File: src/rtl/core/fpl_pkg.sv
package fpl_pkg;

  // fader count and derived widths
  localparam int FADER_COUNT = 8;
  localparam int FADER_AW    = (FADER_COUNT > 1) ? $clog2(FADER_COUNT) : 1;

  // field widths fixed by the transaction format
  localparam int FADER_W = 3;
  localparam int POINT_W = 2;
  localparam int POS_W   = 12;
  localparam int OUT_W   = 10;

  // point slots within one fader's row
  localparam logic [POINT_W-1:0] PT_HALF = 2'd0;
  localparam logic [POINT_W-1:0] PT_QTR  = 2'd1;
  localparam logic [POINT_W-1:0] PT_3QTR = 2'd2;
  localparam logic [POINT_W-1:0] PT_FULL = 2'd3;
  localparam int POINT_COUNT = 4;

  // operation codes
  localparam logic OP_MAP   = 1'b0;
  localparam logic OP_WRITE = 1'b1;

  // reset values of the points, by slot
  localparam logic [POS_W-1:0] PT_RESET [POINT_COUNT] = '{
    12'd2048, 12'd1024, 12'd3072, 12'd4095
  };

  // fixed results
  localparam logic [OUT_W-1:0] OUT_ZERO = 10'd0;
  localparam logic [OUT_W-1:0] OUT_QTR  = 10'd256;
  localparam logic [OUT_W-1:0] OUT_HALF = 10'd512;
  localparam logic [OUT_W-1:0] OUT_3QTR = 10'd768;
  localparam logic [OUT_W-1:0] OUT_MAX  = 10'h3FF;

  // divider pipeline shape: OUT_W quotient bits, BITS_PER_STAGE per stage
  localparam int BITS_PER_STAGE = 2;
  localparam int DIV_STAGES     = OUT_W / BITS_PER_STAGE;

  // one map transaction as it travels through the divider
  typedef struct packed {
    logic [POS_W-1:0]   rem;        // partial remainder, below den on the divide path
    logic [POS_W-1:0]   den;        // segment width hi - lo
    logic [OUT_W-1:0]   quo;        // quotient bits so far
    logic [POINT_W-1:0] seg;        // segment number, upper bits of the sum
    logic               fixed;      // result known without division
    logic [OUT_W-1:0]   fixed_val;
  } div_tok_t;

endpackage

File: src/rtl/core/fader_piecewise_linear_calibration.sv
// a map transaction accepted at one clock edge passes stage 0, stage 1, the divider
//   stages and the output register before its result is on the out_ ports (out_valid one cycle)
// throughput: one transaction per cycle, busy stays low; writes give no result
// the calibration row is read in the accept cycle, so a write is seen by the next map
// reset (rst_n low, synchronous) loads the default points and empties the pipeline
module fader_piecewise_linear_calibration (
  input  logic                        clk,
  input  logic                        rst_n,
  input  logic                        start,
  output logic                        busy,
  input  logic                        in_operation,
  input  logic [fpl_pkg::FADER_W-1:0] in_fader_index,
  input  logic [fpl_pkg::POINT_W-1:0] in_point_index,
  input  logic [fpl_pkg::POS_W-1:0]   in_raw_position,
  input  logic [fpl_pkg::POS_W-1:0]   in_point_value,
  output logic                        out_valid,
  output logic [fpl_pkg::OUT_W-1:0]   out_calibrated_position
);
  import fpl_pkg::*;

  // ---------------------------------------------------------------
  // calibration points, one row of four per fader
  // ---------------------------------------------------------------
  logic [POS_W-1:0]    tbl_r [FADER_COUNT][POINT_COUNT];
  logic                accept;
  logic                fader_ok;
  logic [FADER_AW-1:0] row_idx;

  // the pipeline never holds off a transaction
  assign busy     = 1'b0;
  assign accept   = start && !busy;
  assign fader_ok = 7'(in_fader_index) < 7'(FADER_COUNT);
  assign row_idx  = in_fader_index[FADER_AW-1:0];

  always_ff @(posedge clk) begin
    if (!rst_n) begin
      for (int f = 0; f < FADER_COUNT; f++) begin
        for (int p = 0; p < POINT_COUNT; p++) begin
          tbl_r[f][p] <= PT_RESET[p];
        end
      end
    end else if (accept && in_operation == OP_WRITE && fader_ok) begin
      tbl_r[row_idx][in_point_index] <= in_point_value;
    end
  end

  // ---------------------------------------------------------------
  // stage 0: capture the position and the fader's row
  // ---------------------------------------------------------------
  logic             s0_vld_r;
  logic             s0_ok_r;
  logic [POS_W-1:0] s0_pos_r;
  logic [POS_W-1:0] s0_pts_r [POINT_COUNT];

  always_ff @(posedge clk) begin
    if (!rst_n) begin
      s0_vld_r <= 1'b0;
    end else begin
      s0_vld_r <= accept && in_operation == OP_MAP;
    end
  end

  always_ff @(posedge clk) begin
    s0_ok_r  <= fader_ok;
    s0_pos_r <= in_raw_position;
    for (int p = 0; p < POINT_COUNT; p++) begin
      s0_pts_r[p] <= tbl_r[row_idx][p];
    end
  end

  // ---------------------------------------------------------------
  // stage 1: segment search, special cases, numerator and divisor
  // segments are tested in order quarter, half, three-quarter, full
  // ---------------------------------------------------------------
  logic             s1_vld_r;
  div_tok_t         s1_tok_r;
  div_tok_t         s1_tok_nxt;
  logic [POS_W-1:0] pq, ph, pt, pf, lo, hi;

  always_comb begin
    pq = s0_pts_r[PT_QTR];
    ph = s0_pts_r[PT_HALF];
    pt = s0_pts_r[PT_3QTR];
    pf = s0_pts_r[PT_FULL];
    lo = '0;
    hi = pq;
    s1_tok_nxt.seg       = 2'd0;
    s1_tok_nxt.fixed     = 1'b0;
    s1_tok_nxt.fixed_val = OUT_ZERO;
    if (!s0_ok_r || s0_pos_r == '0) begin
      s1_tok_nxt.fixed = 1'b1;
    end else if (s0_pos_r < pq) begin
      lo = '0;
      hi = pq;
    end else if (s0_pos_r == pq) begin
      s1_tok_nxt.fixed     = 1'b1;
      s1_tok_nxt.fixed_val = OUT_QTR;
    end else if (s0_pos_r < ph) begin
      lo = pq;
      hi = ph;
      s1_tok_nxt.seg = 2'd1;
    end else if (s0_pos_r == ph) begin
      s1_tok_nxt.fixed     = 1'b1;
      s1_tok_nxt.fixed_val = OUT_HALF;
    end else if (s0_pos_r < pt) begin
      lo = ph;
      hi = pt;
      s1_tok_nxt.seg = 2'd2;
    end else if (s0_pos_r == pt) begin
      s1_tok_nxt.fixed     = 1'b1;
      s1_tok_nxt.fixed_val = OUT_3QTR;
    end else if (s0_pos_r < pf) begin
      lo = pt;
      hi = pf;
      s1_tok_nxt.seg = 2'd3;
    end else begin
      // at or above full scale
      s1_tok_nxt.fixed     = 1'b1;
      s1_tok_nxt.fixed_val = OUT_MAX;
    end
    // lo < pos < hi on the divide path, so rem starts below den
    s1_tok_nxt.rem = s0_pos_r - lo;
    s1_tok_nxt.den = hi - lo;
    s1_tok_nxt.quo = '0;
  end

  always_ff @(posedge clk) begin
    if (!rst_n) begin
      s1_vld_r <= 1'b0;
    end else begin
      s1_vld_r <= s0_vld_r;
    end
  end

  always_ff @(posedge clk) begin
    s1_tok_r <= s1_tok_nxt;
  end

  // ---------------------------------------------------------------
  // pipelined divider: quotient (pos - lo) * 1024 / (hi - lo)
  // ---------------------------------------------------------------
  logic     dv_vld;
  div_tok_t dv_tok;

  fpl_divider u_div (
    .clk     (clk),
    .rst_n   (rst_n),
    .in_vld  (s1_vld_r),
    .in_tok  (s1_tok_r),
    .out_vld (dv_vld),
    .out_tok (dv_tok)
  );

  // ---------------------------------------------------------------
  // output stage: add segment base, round half up to 10 bits, saturate
  // ---------------------------------------------------------------
  logic [POS_W-1:0] sum12;
  logic [POS_W:0]   rnd;
  logic [OUT_W-1:0] cal_nxt;
  logic             out_valid_r;
  logic [OUT_W-1:0] out_cal_r;

  always_comb begin
    // base is seg * 1024, so the sum is a plain concatenation
    sum12 = {dv_tok.seg, dv_tok.quo};
    rnd   = {1'b0, sum12} + {10'd0, sum12[1], 2'b00};
    if (dv_tok.fixed) begin
      cal_nxt = dv_tok.fixed_val;
    end else if (rnd[POS_W]) begin
      cal_nxt = OUT_MAX;
    end else begin
      cal_nxt = rnd[POS_W-1:2];
    end
  end

  always_ff @(posedge clk) begin
    if (!rst_n) begin
      out_valid_r <= 1'b0;
    end else begin
      out_valid_r <= dv_vld;
    end
  end

  always_ff @(posedge clk) begin
    out_cal_r <= cal_nxt;
  end

  assign out_valid               = out_valid_r;
  assign out_calibrated_position = out_cal_r;

`ifndef SYNTHESIS
  // every accepted map transaction gives a result on the out_ ports
  a_map_gives_result: assert property (@(posedge clk) disable iff (!rst_n)
    (accept && in_operation == OP_MAP) |-> ##8 out_valid)
    else $error("map transaction produced no result");

  // no result without an earlier map transaction
  a_result_has_map: assert property (@(posedge clk) disable iff (!rst_n)
    out_valid |-> $past(rst_n && accept && in_operation == OP_MAP, 8))
    else $error("result without a map transaction");

  // an accepted write lands in the addressed point
  a_write_lands: assert property (@(posedge clk) disable iff (!rst_n)
    (accept && in_operation == OP_WRITE && fader_ok) |=>
      (tbl_r[$past(row_idx)][$past(in_point_index)] == $past(in_point_value)))
    else $error("calibration write lost");
`endif

endmodule

File: src/rtl/core/fpl_divider.sv
module fpl_divider (
  input  logic               clk,
  input  logic               rst_n,
  input  logic               in_vld,
  input  fpl_pkg::div_tok_t  in_tok,
  output logic               out_vld,
  output fpl_pkg::div_tok_t  out_tok
);
  import fpl_pkg::*;

  logic     vld_r [DIV_STAGES];
  div_tok_t tok_r [DIV_STAGES];
  div_tok_t tok_nxt [DIV_STAGES];

  // restoring division, BITS_PER_STAGE quotient bits per stage
  function automatic div_tok_t div_step(input div_tok_t t);
    div_tok_t           o;
    logic [POS_W:0]     r2;
    o = t;
    for (int b = 0; b < BITS_PER_STAGE; b++) begin
      r2 = {o.rem, 1'b0};
      if (r2 >= {1'b0, o.den}) begin
        r2 = r2 - {1'b0, o.den};
        o.quo = {o.quo[OUT_W-2:0], 1'b1};
      end else begin
        o.quo = {o.quo[OUT_W-2:0], 1'b0};
      end
      o.rem = r2[POS_W-1:0];
    end
    return o;
  endfunction

  always_comb begin
    tok_nxt[0] = div_step(in_tok);
    for (int s = 1; s < DIV_STAGES; s++) begin
      tok_nxt[s] = div_step(tok_r[s-1]);
    end
  end

  always_ff @(posedge clk) begin
    if (!rst_n) begin
      for (int s = 0; s < DIV_STAGES; s++) begin
        vld_r[s] <= 1'b0;
      end
    end else begin
      vld_r[0] <= in_vld;
      for (int s = 1; s < DIV_STAGES; s++) begin
        vld_r[s] <= vld_r[s-1];
      end
    end
  end

  always_ff @(posedge clk) begin
    for (int s = 0; s < DIV_STAGES; s++) begin
      tok_r[s] <= tok_nxt[s];
    end
  end

  assign out_vld = vld_r[DIV_STAGES-1];
  assign out_tok = tok_r[DIV_STAGES-1];

`ifndef SYNTHESIS
  // remainder stays below the divisor for every real division
  a_rem_below_den: assert property (@(posedge clk) disable iff (!rst_n)
    (out_vld && !out_tok.fixed) |-> (out_tok.rem < out_tok.den))
    else $error("divider remainder not below divisor");
`endif

endmodule
File: config.mk
export PLATFORM = sky130hd
export DESIGN_NAME = fader_piecewise_linear_calibration
export DESIGN_NICKNAME = d
export VERILOG_FILES = /design/src/rtl/core/fpl_pkg.sv /design/src/rtl/core/fader_piecewise_linear_calibration.sv /design/src/rtl/core/fpl_divider.sv
export SDC_FILE = /design/constraint.sdc
export NUM_CORES = 1
export LEC_CHECK = 0
export CORE_UTILIZATION = 25
export DETAILED_ROUTE_END_ITERATION = 8
export DONT_BUFFER_PORTS = 1
export GPL_TIMING_DRIVEN = 0
export SLEW_MARGIN = 15
export SYNTH_ARGS = -nofsm -noshare
export SYNTH_HDL_FRONTEND = slang
export SYNTH_SLANG_ARGS = --single-unit
File: constraint.sdc
create_clock -name clk -period 5.8 [get_ports clk]
set_input_delay 0.58 -clock clk [delete_from_list [all_inputs] [get_ports clk]]
set_output_delay 0.58 -clock clk [all_outputs]
set_load 0.02 [all_outputs]
# After elaboration in Yosys (flattened, before gate mapping)

Memories as Yosys holds them, arrays and structs flattened. A register that Yosys moved wholly into a read port is not among the register bits.
Index checks and enable logic that the tools add are counted.

Register bits after elaboration: 61
Bits in writable memories: 672
Bits of input ports: 33
Output and inout bits: 12
Logic and storage cells: 131
Memories kept: 4

Add/sub/neg operators: 13
Order comparisons: 16
Equal/unequal tests: 3
Multiplexer cells: 65
Bitwise logic cells: 7
Reduce and logical (&&, ||, !) cells: 11

Memory list:

| memory      | depth | width | read ports | clocked after memory_dff | wr ports | line                                     | RTL |
|---|---|---|---|---|---|---|---|
| tbl_r       | 8     | 48    | 1          | 0                        | 8        | fader_piecewise_linear_calibration.sv:24 | `logic [POS_W-1:0] tbl_r [FADER_COUNT][POINT_COUNT];` |
| u_div.tok_r | 5     | 47    | 5          | 0                        | 5        | fpl_divider.sv:12                        | `div_tok_t tok_r [DIV_STAGES];` |
| s0_pts_r    | 4     | 12    | 4          | 0                        | 4        | fader_piecewise_linear_calibration.sv:53 | `logic [POS_W-1:0] s0_pts_r [POINT_COUNT];` |
| u_div.vld_r | 5     | 1     | 5          | 1                        | 5        | fpl_divider.sv:11                        | `logic vld_r [DIV_STAGES];` |

Operator list:

| cell               | count |
|---|---|
| $mux 12            | 27 |
| $mux 48            | 3 |
| $sub 12x12->12     | 12 |
| $ge 13x12->1       | 10 |
| $mux 11            | 7 |
| $lt 12x12->1       | 4 |
| $reduce_or 48->1   | 1 |
| $eq 12x12->1       | 3 |
| $demux 12 s2       | 1 |
| $mux 10            | 2 |
| $mux 1             | 19 |
| $add 12x3->13      | 1 |
| $logic_not 12->1   | 1 |
| $mux 2             | 5 |
| $reduce_or 7->1    | 1 |
| $or 1x1->1         | 5 |
| $reduce_or 5->1    | 1 |
| $reduce_or 4->1    | 1 |
| $ge 3x3->1 const B | 1 |
| $logic_and 1x1->1  | 3 |
| $lt 3x1->1 const B | 1 |
| $mux 3             | 1 |
| $not 2->3          | 1 |
| $reduce_or 3->1    | 1 |
| 3 further kinds    | 3 |

# Logic depth before layout (Yosys ltp)

An unclocked memory read counts as a cell.

Depth in word-level cells: 11
Mapped depth: 23
Mapped depth without buffers: 21

# Hierarchy

Synthesis repeated with hierarchy kept, for this count alone.

Cells, all modules: 2956
Area total of the unflattened synthesis: 33046.7 um^2

By module, submodules not included:

| module                             | times used | cells each | area each (um^2) | seq. area each (um^2) |
|---|---|---|---|---|
| fader_piecewise_linear_calibration | 1          | 1786       | 21802.2          | 13593.0 |
| fpl_divider                        | 1          | 1170       | 11244.5          | 4404.2 |

# Worst setup path after synthesis

No wires, ideal clock.

Path kind: flip-flop to flip-flop
From: memory u_div.tok_r[0][78] (netlist bit)
To: memory u_div.tok_r[0][132] (netlist bit)
Library setup time: 0.121 ns
Arrival: 4.357 ns
Path slack: 1.323 ns
Stages on the path, launching flop included: 21
Period minus slack after synthesis: 4.477 ns
Path through: dfxtp_1 -> inv_1 -> ha_1 -> a21o_1 -> a21o_1 -> a21oi_1 -> o21ai_0 -> o31a_1 -> nor2_2 -> buf_4 -> mux2_2 -> ha_1 -> o21ai_0 -> nand2b_1 -> a21oi_1 -> a21oi_1 -> a41o_1 -> o311ai_2 -> nor3b_2 -> buf_4 -> mux2_2

RTL lines:

| item               | line |
|---|---|
| start: declaration | fpl_divider.sv:12 |

==> results.py <==
metrics = {
    "outcome": {
        "status": "finished, final reports clean",
    },
    "worst_setup_path": {
        "crit_path_end_kind": "flop",
        "path_cells": "inv_1 > ha_1 > nor2b_1 > nor3_1 > o211ai_1 > a21oi_1 > or3_1 > clkbuf_1 > or2_2 > clkbuf_1 > o21ai_0 > ha_1 > inv_1 > fa_1 > a21o_1 > a21oi_1 > o21bai_1 > a21oi_1 > o21bai_1 > a21oi_1 > nor3_1 > a311o_1",
        "cp_max_fo": 10,
        "critPathSlowestCell": "dfxtp_1",
        "r2r_start": "s0_pos_r[0]$_DFF_P_",
        "cp.arrival_ps": 5930,
        "worstSetupStartpoint": "s0_pos_r[0]$_DFF_P_",
        "cp-start-kind": "flop",
        "cp_slowest_stage_delay_ps": 490,
        "cp_common_cell": "a21oi_1",
        "crit_type": "reg -> reg",
        "worstPathRequired_ps": 6290,
    },
    "timing": {
        "hold_violations": 0,
        "grt_setup_unrepaired": "false",
        "fin_crit_sh_pct": 93.8,
        "min_period_ps": 5440,
        "setup-violations-final": 0,
        "max_freq_ghz": 0.184,
        "slew-limit-headroom_pct": 13.9,
        "tightest_slew_ps": 1290,
        "drv_slew": 0,
        "skew_ps": 28.9,
        "tns_ps": 0,
    },
    "grt": {
        "antenna_found_initial": 7,
        "grt_pass1_vias": 21600,
        "grt_first_pass_wirelength_um": 139000,
        "grt.overflow.total": 0,
        "grt.total_usage_pct": 15.2,
        "grt_max_degree": 17,
    },
    "drt": {
        "drt_iter0_drc": 2199,
        "drt_wl_total_um": 95600,
        "drc": 0,
        "wire_per_inst_um": 21.4,
        "via_per_inst": 4.98,
        "drtPass1Iterations": 5,
        "antenna_left": 0,
        "vias": 22300,
    },
    "floorplanning": {
        "die_height_um": 352,
        "fp.dieW_um": 352,
        "initial_core_util_pct": 25.3,
        "rows": 127,
        "ios": 45,
        "die_area_mm2": 0.124,
        "core_mm2": 0.121,
    },
    "run": {
        "drv_cap": 0,
    },
    "power_and_ir_drop": {
        "p_leak_uw": 0.0136,
        "p_sw_uw": 8990,
        "seqPwrFrac_pct": 27.3,
        "pwr-share-clk_pct": 19.8,
        "ir_worst_vdd_uv": 588,
        "internal_power_uw": 14400,
        "powerDensity_mw_per_mm2": 664,
        "combinationalPowerShare_pct": 53.0,
        "swShare_pct": 38.4,
    },
    "logic_synthesis": {
        "ys_ff_latch": 647,
        "synth_cells": 2705,
        "synth_area_mm2": 0.0306,
        "avgSynthCellArea_um2": 11.3,
        "async_flop_share_pct": 0,
        "synthFlopType": "edfxtp_1",
        "ys_warn_count": 0,
        "synth.distinct_cells": 81,
        "synth_edf_count": 384,
        "synth_nets": 2918,
        "ys_seq_area_share_pct": 54.9,
    },
    "cells_and_area": {
        "nets": 3013,
        "final_cells": 4473,
        "fin_area_mm2": 0.0353,
        "layout_commonest_cell": "edfxtp_1",
        "layout-drive-gt1-share_pct": 11.9,
        "area_growth_pct": 15.5,
        "n_fill_cell": 12300,
        "layout_common_cells": "edfxtp_1 (384), dfxtp_1 (261), a22oi_1 (203)",
    },
    "clock_tree": {
        "cts_buffers": 67,
        "cts_tree": "yes",
        "cts_buffer_depth": 3,
        "clk_latency_ps": 640,
        "cts-root-buf": "clkbuf_16",
        "path_clk_slew_ps": 60,
        "clock-sinks": 647,
        "cts.htree.levels": 3,
    },
    "min_path": {
        "hold_start": "start",
        "hp-class": "in -> reg",
    },
    "placed_design": {
        "place_congestion": 0.921,
        "dp_cells": 4330,
        "dp.final_hpwl_um": 68500,
        "portBuffers": 0,
        "detailed_place.area_mm2": 0.0328,
    },
}
==> cells by family after synthesis <==
| kind of cell | Yosys count | share of synthesized area (%) |
|---|---|---|
| adder cells (fa/ha/maj) | 180 | 7.51 |
| AO/OA/AOI/OAI | 579 | 13.1 |
| XOR/XNOR | 84 | 2.50 |
| AND/OR/NAND/NOR | 829 | 15.4 |
| flip-flops | 647 | 54.9 |
| buffers and inverters | 316 | 3.99 |
| multiplexers | 69 | 2.61 |
| other | 1 | 0.0123 |
==> synthesized netlist by cell type (all sizes together) (10+ instances only) <==
cell | n | area [um^2]
a211oi | 10 | 75.1
nand2b | 10 | 62.6
nor4 | 10 | 62.6
mux2 | 62 | 728
o21ai | 89 | 449
clkbuf | 149 | 559
o22ai | 22 | 138
xnor2 | 50 | 438
a21oi | 90 | 450
and3 | 186 | 1160
nand3 | 30 | 150
o21a | 20 | 150
xor2 | 32 | 280
o21bai | 10 | 75.1
edfxtp | 384 | 11500
buf | 13 | 82.6
or3 | 48 | 300
nor2 | 106 | 403
nand4 | 70 | 438
o211ai | 13 | 111
a21o | 39 | 293
dfxtp | 263 | 5270
or2 | 104 | 651
ha | 174 | 2180
and2 | 100 | 626
inv | 154 | 578
nand2 | 78 | 293
a211o | 20 | 175
nor2b | 30 | 190
a22oi | 203 | 1520
o31ai | 11 | 96.3
nor3 | 36 | 185
==> worst max-delay path, delay by kind of cell, from the launching register on <==
| kind | cells | cell delay, ps |
|---|---|---|
| DFF | 1 | 490 |
| AOI/OAI and AO/OA | 10 | 2200 |
| adders and majority gates | 3 | 870 |
| and+or+nand+nor | 5 | 980 |
| buffers and inverters | 4 | 730 |
==> metrics by stage <==
| step | hold WS [ps] | setup WS, ps | utilization, % | power [uW] |
|---|---|---|---|---|
| 6_report | 68.4 | 360 | 29.3 | 23400 |
| 5_1_grt | 73.9 | 45.0 | 29.3 | 25100 |
| 4_1_cts | 49.3 | 284 | 29.3 | 23500 |
| 3_5_place_dp | 312 | 318 | 27.2 | 18700 |
| 3_3_place_gp | 312 | 296 | 27.0 | 18600 |
| 2_1_floorplan | 310 | 1320 | - | 16200 |
==> layout make-up <==
type	instances	area [um^2]	share of cell area (%)
Antenna cell	6	15.0	0.0425
Buffer	162	642	1.82
Clock buffer	81	1760	4.99
Clock inverter	43	581	1.64
Inverter	154	578	1.64
Multi-Input combinational cell	1742	12600	35.8
Sequential cell	647	16800	47.6
Tap cell	1612	2020	5.71
Timing Repair Buffer	26	284	0.804
==> registers in the layout (all words and copies together) (netlist names) <==
signal,cells
tbl_r,384
u_div.tok_r,155
s0_pts_r,48
s1_tok_r,30
s0_pos_r,12
out_calibrated_position,10
u_div.vld_r,5
out_valid,1
s0_vld_r,1
s1_vld_r,1
==> power by group through the flow <==
stage | clock network (uW) | registers, uW | logic (uW)
floorplan | 0 | 6230 | 9930
finish | 4640 | 6390 | 12400
detailed placement | 0 | 6490 | 12300
CTS | 4690 | 6390 | 12400
global route | 4890 | 6470 | 13700
global placement | 0 | 6490 | 12200
==> timing repair <==
item                                    in CTS  in global routing
resized for setup                            0                  2
hold endpoints to repair                    13                  0
endpoints found under the setup margin       0                  3
hold buffers                                13                  0
setup buffers                                0                  0
==> metal layers <==
| layer | part of all wire (%) | GRT usage [%] | up-vias |
|---|---|---|---|
| li1 | - | - | 10200 |
| met1 | 41 | 19.6 | 10700 |
| met2 | 44 | 23.8 | 1112 |
| met3 | 10 | 4.14 | 246 |
| met4 | 4.7 | 6.84 | 6 |
| met5 | 0.040 | 0 | - |
==> path summary, 6_finish.rpt <==
check | slack [ps] | cells past startpoint | endpoint
setup / recovery | 360 | 22 | s1_tok_r[33]$_DFF_P_
hold / removal | 70 | 2 | s0_vld_r$_SDFF_PN0_
setup reg to reg | 360 | 22 | s1_tok_r[33]$_DFF_P_
hold reg to reg | 320 | 0 | u_div.tok_r[0][11]$_DFF_P_
(Power assumes the default switching activity.)
